===== src/dvd_pkg.sv =====
// Package for the duplicate value detector.
// Holds sizing constants, mark codes and the controller state type.
// No dependencies.
`default_nettype none
package dvd_pkg;
   localparam int VALUE_RANGE = 1024;
   localparam int VALUE_W     = 10;
   localparam int COUNT_W     = 11;
   localparam int ADDR_W      = $clog2(VALUE_RANGE);
   localparam int MARK_W      = 2;

   localparam logic [COUNT_W-1:0] COUNT_MAX = {COUNT_W{1'b1}};
   localparam logic [ADDR_W-1:0]  LAST_ADDR = ADDR_W'(VALUE_RANGE - 1);

   localparam logic [MARK_W-1:0] MARK_UNSEEN   = 2'd0;
   localparam logic [MARK_W-1:0] MARK_ONCE     = 2'd1;
   localparam logic [MARK_W-1:0] MARK_REPORTED = 2'd2;

   localparam logic ACT_ADD = 1'b0;
   localparam logic ACT_END = 1'b1;

   localparam logic KIND_DUP     = 1'b0;
   localparam logic KIND_SUMMARY = 1'b1;

   typedef enum logic {
      ST_CLEAR,
      ST_RUN
   } state_type;
endpackage
`default_nettype wire


===== src/dvd_ram.sv =====
// Generic single-port-write, single-port-read RAM with registered read.
// Read data holds when rd_en is low. No dependencies.
`default_nettype none
module dvd_ram #(
   parameter int WIDTH = 2,
   parameter int DEPTH = 1024
) (
   input  wire logic                     clock,
   input  wire logic                     wr_en,
   input  wire logic [$clog2(DEPTH)-1:0] wr_addr,
   input  wire logic [WIDTH-1:0]         wr_data,
   input  wire logic                     rd_en,
   input  wire logic [$clog2(DEPTH)-1:0] rd_addr,
   output logic      [WIDTH-1:0]         rd_data
);
   logic [WIDTH-1:0] mem_ff [DEPTH];

   always_ff @(posedge clock) begin
      if (wr_en) begin
         mem_ff[wr_addr] <= wr_data;
      end
      if (rd_en) begin
         rd_data <= mem_ff[rd_addr];
      end
   end
endmodule
`default_nettype wire


===== src/duplicate_value_detector.sv =====
// Top level of the duplicate value detector.
// Uses dvd_pkg and one dvd_ram instance for the mark table.
//
// Value requests are taken at one per cycle while req_stall is low: each reads its mark
// from the RAM, and stage s1 then modifies and writes it back, with forwarding when two
// consecutive requests hit the same value. An end-of-set request blocks the input while
// it is processed, then the mark table is cleared one entry a cycle over all VALUE_RANGE
// (1024) entries, during which req_stall is high. The same clearing pass runs after reset.
// The summary response is issued as the clearing pass starts.
`default_nettype none
module duplicate_value_detector
   import dvd_pkg::*;
(
   input  wire logic               clock,
   input  wire logic               reset,
   input  wire logic               req_valid,
   output logic                    req_stall,
   input  wire logic               req_action,
   input  wire logic [VALUE_W-1:0] req_value,
   output logic                    rsp_valid,
   input  wire logic               rsp_stall,
   output logic                    rsp_kind,
   output logic      [VALUE_W-1:0] rsp_dup_value,
   output logic                    rsp_any_found,
   output logic      [COUNT_W-1:0] rsp_dup_count
);
   state_type          state_ff, state_in;
   logic [ADDR_W-1:0]  clr_addr_ff, clr_addr_in;
   logic [COUNT_W-1:0] count_ff, count_in;

   logic               s1_valid_ff, s1_valid_in;
   logic               s1_action_ff;
   logic               s1_inrange_ff;
   logic [VALUE_W-1:0] s1_value_ff;
   logic               s1_fwd_ff, s1_fwd_in;
   logic [MARK_W-1:0]  s1_fwd_mark_ff;

   logic               rsp_valid_ff, rsp_valid_in;
   logic               rsp_kind_ff;
   logic [VALUE_W-1:0] rsp_value_ff;
   logic               rsp_any_ff;
   logic [COUNT_W-1:0] rsp_count_ff;

   logic               accept, out_free, s1_fire, s1_wr, s1_res;
   logic [ADDR_W-1:0]  s1_addr, req_addr;
   logic [MARK_W-1:0]  rd_mark, mark_cur, mark_new;
   logic               ram_wr_en;
   logic [ADDR_W-1:0]  ram_wr_addr;
   logic [MARK_W-1:0]  ram_wr_data;

   dvd_ram #(
      .WIDTH(MARK_W),
      .DEPTH(VALUE_RANGE)
   ) u_mark_ram (
      .clock  (clock),
      .wr_en  (ram_wr_en),
      .wr_addr(ram_wr_addr),
      .wr_data(ram_wr_data),
      .rd_en  (accept),
      .rd_addr(req_addr),
      .rd_data(rd_mark)
   );

   assign req_addr = ADDR_W'(req_value);
   assign s1_addr  = ADDR_W'(s1_value_ff);

   always_comb begin
      mark_cur = s1_fwd_ff ? s1_fwd_mark_ff : rd_mark;
      mark_new = (mark_cur == MARK_UNSEEN) ? MARK_ONCE : MARK_REPORTED;
      s1_wr    = s1_valid_ff && (s1_action_ff == ACT_ADD) && s1_inrange_ff &&
                 ((mark_cur == MARK_UNSEEN) || (mark_cur == MARK_ONCE));
      s1_res   = s1_valid_ff && ((s1_action_ff == ACT_END) ||
                 (s1_inrange_ff && (mark_cur == MARK_ONCE)));
      out_free = !rsp_valid_ff || !rsp_stall;
      s1_fire  = s1_valid_ff && out_free;

      req_stall = !((state_ff == ST_RUN) &&
                    !(s1_valid_ff && (s1_action_ff == ACT_END)) &&
                    (!s1_valid_ff || s1_fire));
      accept    = req_valid && !req_stall;

      ram_wr_en   = (state_ff == ST_CLEAR) || (s1_fire && s1_wr);
      ram_wr_addr = (state_ff == ST_CLEAR) ? clr_addr_ff : s1_addr;
      ram_wr_data = (state_ff == ST_CLEAR) ? MARK_UNSEEN : mark_new;

      s1_fwd_in   = s1_fire && s1_wr && (s1_addr == req_addr);
      s1_valid_in = accept || (s1_valid_ff && !s1_fire);

      rsp_valid_in = (rsp_valid_ff && rsp_stall) || (s1_fire && s1_res);

      count_in = count_ff;
      if (s1_fire) begin
         if (s1_action_ff == ACT_END) begin
            count_in = '0;
         end else if (s1_res && (count_ff != COUNT_MAX)) begin
            count_in = count_ff + 1'b1;
         end
      end

      state_in    = state_ff;
      clr_addr_in = clr_addr_ff;
      case (state_ff)
         ST_CLEAR: begin
            clr_addr_in = clr_addr_ff + 1'b1;
            if (clr_addr_ff == LAST_ADDR) begin
               state_in = ST_RUN;
            end
         end
         ST_RUN: begin
            clr_addr_in = '0;
            if (s1_fire && (s1_action_ff == ACT_END)) begin
               state_in = ST_CLEAR;
            end
         end
         default: begin
            state_in    = ST_CLEAR;
            clr_addr_in = '0;
         end
      endcase
   end

   always_ff @(posedge clock) begin
      if (reset) begin
         state_ff     <= ST_CLEAR;
         clr_addr_ff  <= '0;
         count_ff     <= '0;
         s1_valid_ff  <= 1'b0;
         rsp_valid_ff <= 1'b0;
      end else begin
         state_ff     <= state_in;
         clr_addr_ff  <= clr_addr_in;
         count_ff     <= count_in;
         s1_valid_ff  <= s1_valid_in;
         rsp_valid_ff <= rsp_valid_in;
      end
   end

   always_ff @(posedge clock) begin
      if (accept) begin
         s1_action_ff   <= req_action;
         s1_value_ff    <= req_value;
         s1_inrange_ff  <= (32'(req_value) < VALUE_RANGE);
         s1_fwd_ff      <= s1_fwd_in;
         s1_fwd_mark_ff <= mark_new;
      end
      if (s1_fire && s1_res) begin
         if (s1_action_ff == ACT_END) begin
            rsp_kind_ff  <= KIND_SUMMARY;
            rsp_value_ff <= '0;
            rsp_any_ff   <= (count_ff != '0);
            rsp_count_ff <= count_ff;
         end else begin
            rsp_kind_ff  <= KIND_DUP;
            rsp_value_ff <= s1_value_ff;
            rsp_any_ff   <= 1'b0;
            rsp_count_ff <= '0;
         end
      end
   end

   assign rsp_valid     = rsp_valid_ff;
   assign rsp_kind      = rsp_kind_ff;
   assign rsp_dup_value = rsp_value_ff;
   assign rsp_any_found = rsp_any_ff;
   assign rsp_dup_count = rsp_count_ff;
endmodule
`default_nettype wire

===== config.mk =====
export PLATFORM = sky130hd
export DESIGN_NAME = duplicate_value_detector
export DESIGN_NICKNAME = d
export VERILOG_FILES = /design/src/dvd_pkg.sv /design/src/dvd_ram.sv /design/src/duplicate_value_detector.sv
export SDC_FILE = /design/constraint.sdc
export NUM_CORES = 2
export LEC_CHECK = 0
export BUFFER_PORTS_ARGS = -buffer_cell sky130_fd_sc_hd__buf_2
export CAP_MARGIN = 30
export CELL_PAD_IN_SITES_DETAIL_PLACEMENT = 1
export CELL_PAD_IN_SITES_GLOBAL_PLACEMENT = 1
export CORE_UTILIZATION = 46
export DETAILED_ROUTE_END_ITERATION = 8
export PLACE_DENSITY = 0.66
export SLEW_MARGIN = 20
export SYNTH_ARGS = -nofsm -noshare
export SYNTH_HDL_FRONTEND = slang
export SYNTH_SLANG_ARGS = --single-unit

===== constraint.sdc =====
create_clock -name clock -period 52.7 [get_ports clock]
set_input_delay 2.635 -clock clock [delete_from_list [all_inputs] [get_ports clock]]
set_output_delay 2.635 -clock clock [all_outputs]
set_load 0.02 [all_outputs]

==> impl_metrics.ini <==
[clock_tree]
cts_inserted_buffers = 211
postCtsSetupBuffers = 0
cts_hold_buffers = 0
cts_tree = yes
clock-sinks = 2111
clk_path_buf_depth = 3
ctsResizeCount = 0
ctsHtreeMaxLevel = 4
cts.clk_slew.worst_paths_ns = 0.06
cts_root_buf = clkbuf_16
clock_latency_ns = 0.86

[timing]
hold_viol_final = 0
rsz0062_at_grt = false
relSlewSlack_pct = 20.8
fin_crit_sh_pct = 13.0
slew_viol_final = 0
setup_tns_ns = 0
fin_hold_ws_ns = 0.530
fmax_ghz = 0.146
skew_ns = 0.0389
setup_violations = 0
period_needed_ns = 6.84
worstMarginPinSlew_ns = 1.18

[floorplan]
die_h_um = 435
dieArea_mm2 = 0.190
die_w_um = 435
io_pins = 40
coreArea_mm2 = 0.186
rows = 158
initial_utilization_pct = 46.5

[outcome]
status = finished clean

[synth]
synth.avg_cell_area_um2 = 17.1
synthCells = 5047
synth_fp_nets = 5065
async_reset_ff_share_pct = 0
synth_top_flop_cell = edfxtp_1
yosys_register_bits = 2111
yosysWarningCount = 0
yosysSeqAreaShare_pct = 73.1
synth-edff-count = 2087
ys_types = 76
synth.cell_area_mm2 = 0.0864

[power]
powerDensity_mw_per_mm2 = 35.6
ir_worst_vdd_uv = 25.1
power.leakage_nw = 33.7

[grt]
grt_overflow = 0
grt_use_total_pct = 26.7
grt_max_degree = 227
grt_pass1_vias = 49700
grt_pass1_wl_mm = 363
antenna_found_initial = 13

[final_layout]
nFillCells = 16900
final_nets = 5073
drive_above_1_share_pct = 19.1
mostFrequentLayoutCells = 2087 x edfxtp_1, 1105 x nor2_1, 437 x mux4_2
post-route-util_pct = 51.7
final_common_cell = edfxtp_1
syn2layout_area_growth_pct = 11.4

[route]
first_pass_iters = 5
drt_iter0_drc = 5414
wirelength_mm = 255
vias = 47800
drt-vias-per-instance = 6.20
drtAntennaViolNets = 0
wl_per_cell_um = 33.0
route.detailed.drc = 0

[critical_path]
critPathMostFrequentCell = buf_4
cp_max_fo = 60
worst_setup_path_start_kind = input port
crit_arrival_ns = 7.44
cp-end-kind = register
crit_path_top_delay_cell = buf_4
path_cells = buf_8 -> buf_4 -> buf_16 -> buf_4 -> buf_4 -> mux4_2 -> a22oi_1 -> a21oi_1 -> nor4_1 -> a211oi_2 -> a2bb2oi_1 -> o221ai_2
required_ns = 53.30
critPathMaxStageDelay_ns = 0.66
path_class = in2reg

[placed_design]
io_buffers = 39
finalWeightedCongestion = 0.808
dpl.hpwl_mm = 145

[job]
max_cap_viol_count = 0

[hold_path]
hp-class = reg2reg
-- registers in the layout (all words and copies together), names as in the netlist --
name	cells
u_mark_ram.mem_ff	2048
count_ff	11
rsp_dup_count	11
clr_addr_ff	10
rsp_dup_value	10
s1_addr	10
s1_fwd_mark_ff	2
u_mark_ram.rd_data	2
rsp_any_found	1
rsp_kind	1
rsp_valid	1
s1_action_ff	1
s1_fwd_ff	1
s1_valid_ff	1
state_ff	1
-- power by group --
part | internal (mW) | switching [mW]
Sequential | 1.82 | 0.000659
Combinational | 0.0420 | 0.0819
Clock | 0.837 | 0.645
Total | 2.70 | 0.728
-- final cells by class --
type / count / area, µm² / area share [%]
multi-input combinational: 2521 / 21400 / 22.2
clock buffer: 268 / 5610 / 5.83
antenna: 2 / 5.00 / 0.00520
tap: 2480 / 3100 / 3.22
clock inverter: 116 / 1080 / 1.13
inverter: 20 / 78.8 / 0.0819
timing repair buffer: 190 / 1860 / 1.94
sequential: 2111 / 63200 / 65.6
-- routing by layer --
metal	share of wire (%)	track usage (%)
met1	40	36.3
met2	50	44.8
met3	6.9	3.92
met4	3.0	7.71
met5	0.014	0
-- per-stage QoR --
step / cells / power, mW / setup WS (ns) / instance area [µm²]
after floorplan: 5047 / 1.93 / 21.43 / 86400
after global placement: 7287 / 1.97 / 44.48 / 88800
after detailed placement: 7312 / 1.98 / 44.67 / 89300
after CTS: 7696 / 3.44 / 45.57 / 96000
after global routing: 7707 / 3.50 / 45.47 / 96300
final: 7708 / 3.42 / 45.86 / 96300
-- critical path, delay by kind of cell --
| kind | cells | cell delay (ns) |
|---|---|---|
| AOI/OAI and AO/OA | 5 | 0.90 |
| buffers and inverters | 5 | 2.55 |
| and+or+nand+nor | 1 | 0.65 |
| muxes | 1 | 0.59 |
-- path summary, 6_finish.rpt --
check | startpoint | to | slack (ns) | cells past startpoint
setup / recovery | req_value[0] | u_mark_ram.rd_data[0] | 45.86 | 12
hold / removal | clr_addr_ff[9] | clr_addr_ff[9] | 0.53 | 2
setup reg to reg | state_ff | u_mark_ram.mem_ff[275][1] | 47.99 | 6
hold reg to reg | clr_addr_ff[9] | clr_addr_ff[9] | 0.53 | 2
-- Yosys cell counts (all sizes together) (4+ instances only) --
master	instances	area [µm²]
mux4	441	9950
nor2b	15	93.8
nor2	1107	4160
dfxtp	24	480
xnor2	10	87.6
o22ai	51	325
edfxtp	2087	62700
a21oi	99	495
nand2b	16	100
mux2i	205	2050
o32ai	9	86.3
inv	20	75.1
a22oi	72	546
nand3	18	90.1
o221ai	85	751
nand2	152	571
o311ai	4	35.0
nor3b	5	37.5
or3	6	37.5
o211ai	4	30.0
a22o	8	70.1
mux2	6	67.6
a2111oi	5	45.0
and2	21	131
nor4	18	113
clkbuf	214	811
a211oi	6	50.1
nor3	46	235
nand4	11	68.8
a221oi	5	43.8
and3	5	31.3
xor2	14	123
buf	181	1410
o21ai	28	140
a31oi	6	37.5
-- cell families (layout without fill, tap and decap cells) --
logic type | count (synthesis) | after routing | synth area share (%)
AO/OA/AOI/OAI | 407 | 407 | 3.32
XOR/XNOR | 24 | 24 | 0.243
adder cells (fa/ha/maj) | 3 | 3 | 0.0434
buffers and inverters | 415 | 594 | 2.65
flip-flops | 2111 | 2111 | 73.1
multiplexers | 652 | 652 | 14.0
other | 0 | 2 | 0
AND/OR/NAND/NOR | 1435 | 1435 | 6.70
Note: power is estimated with default switching activity, not from simulation.
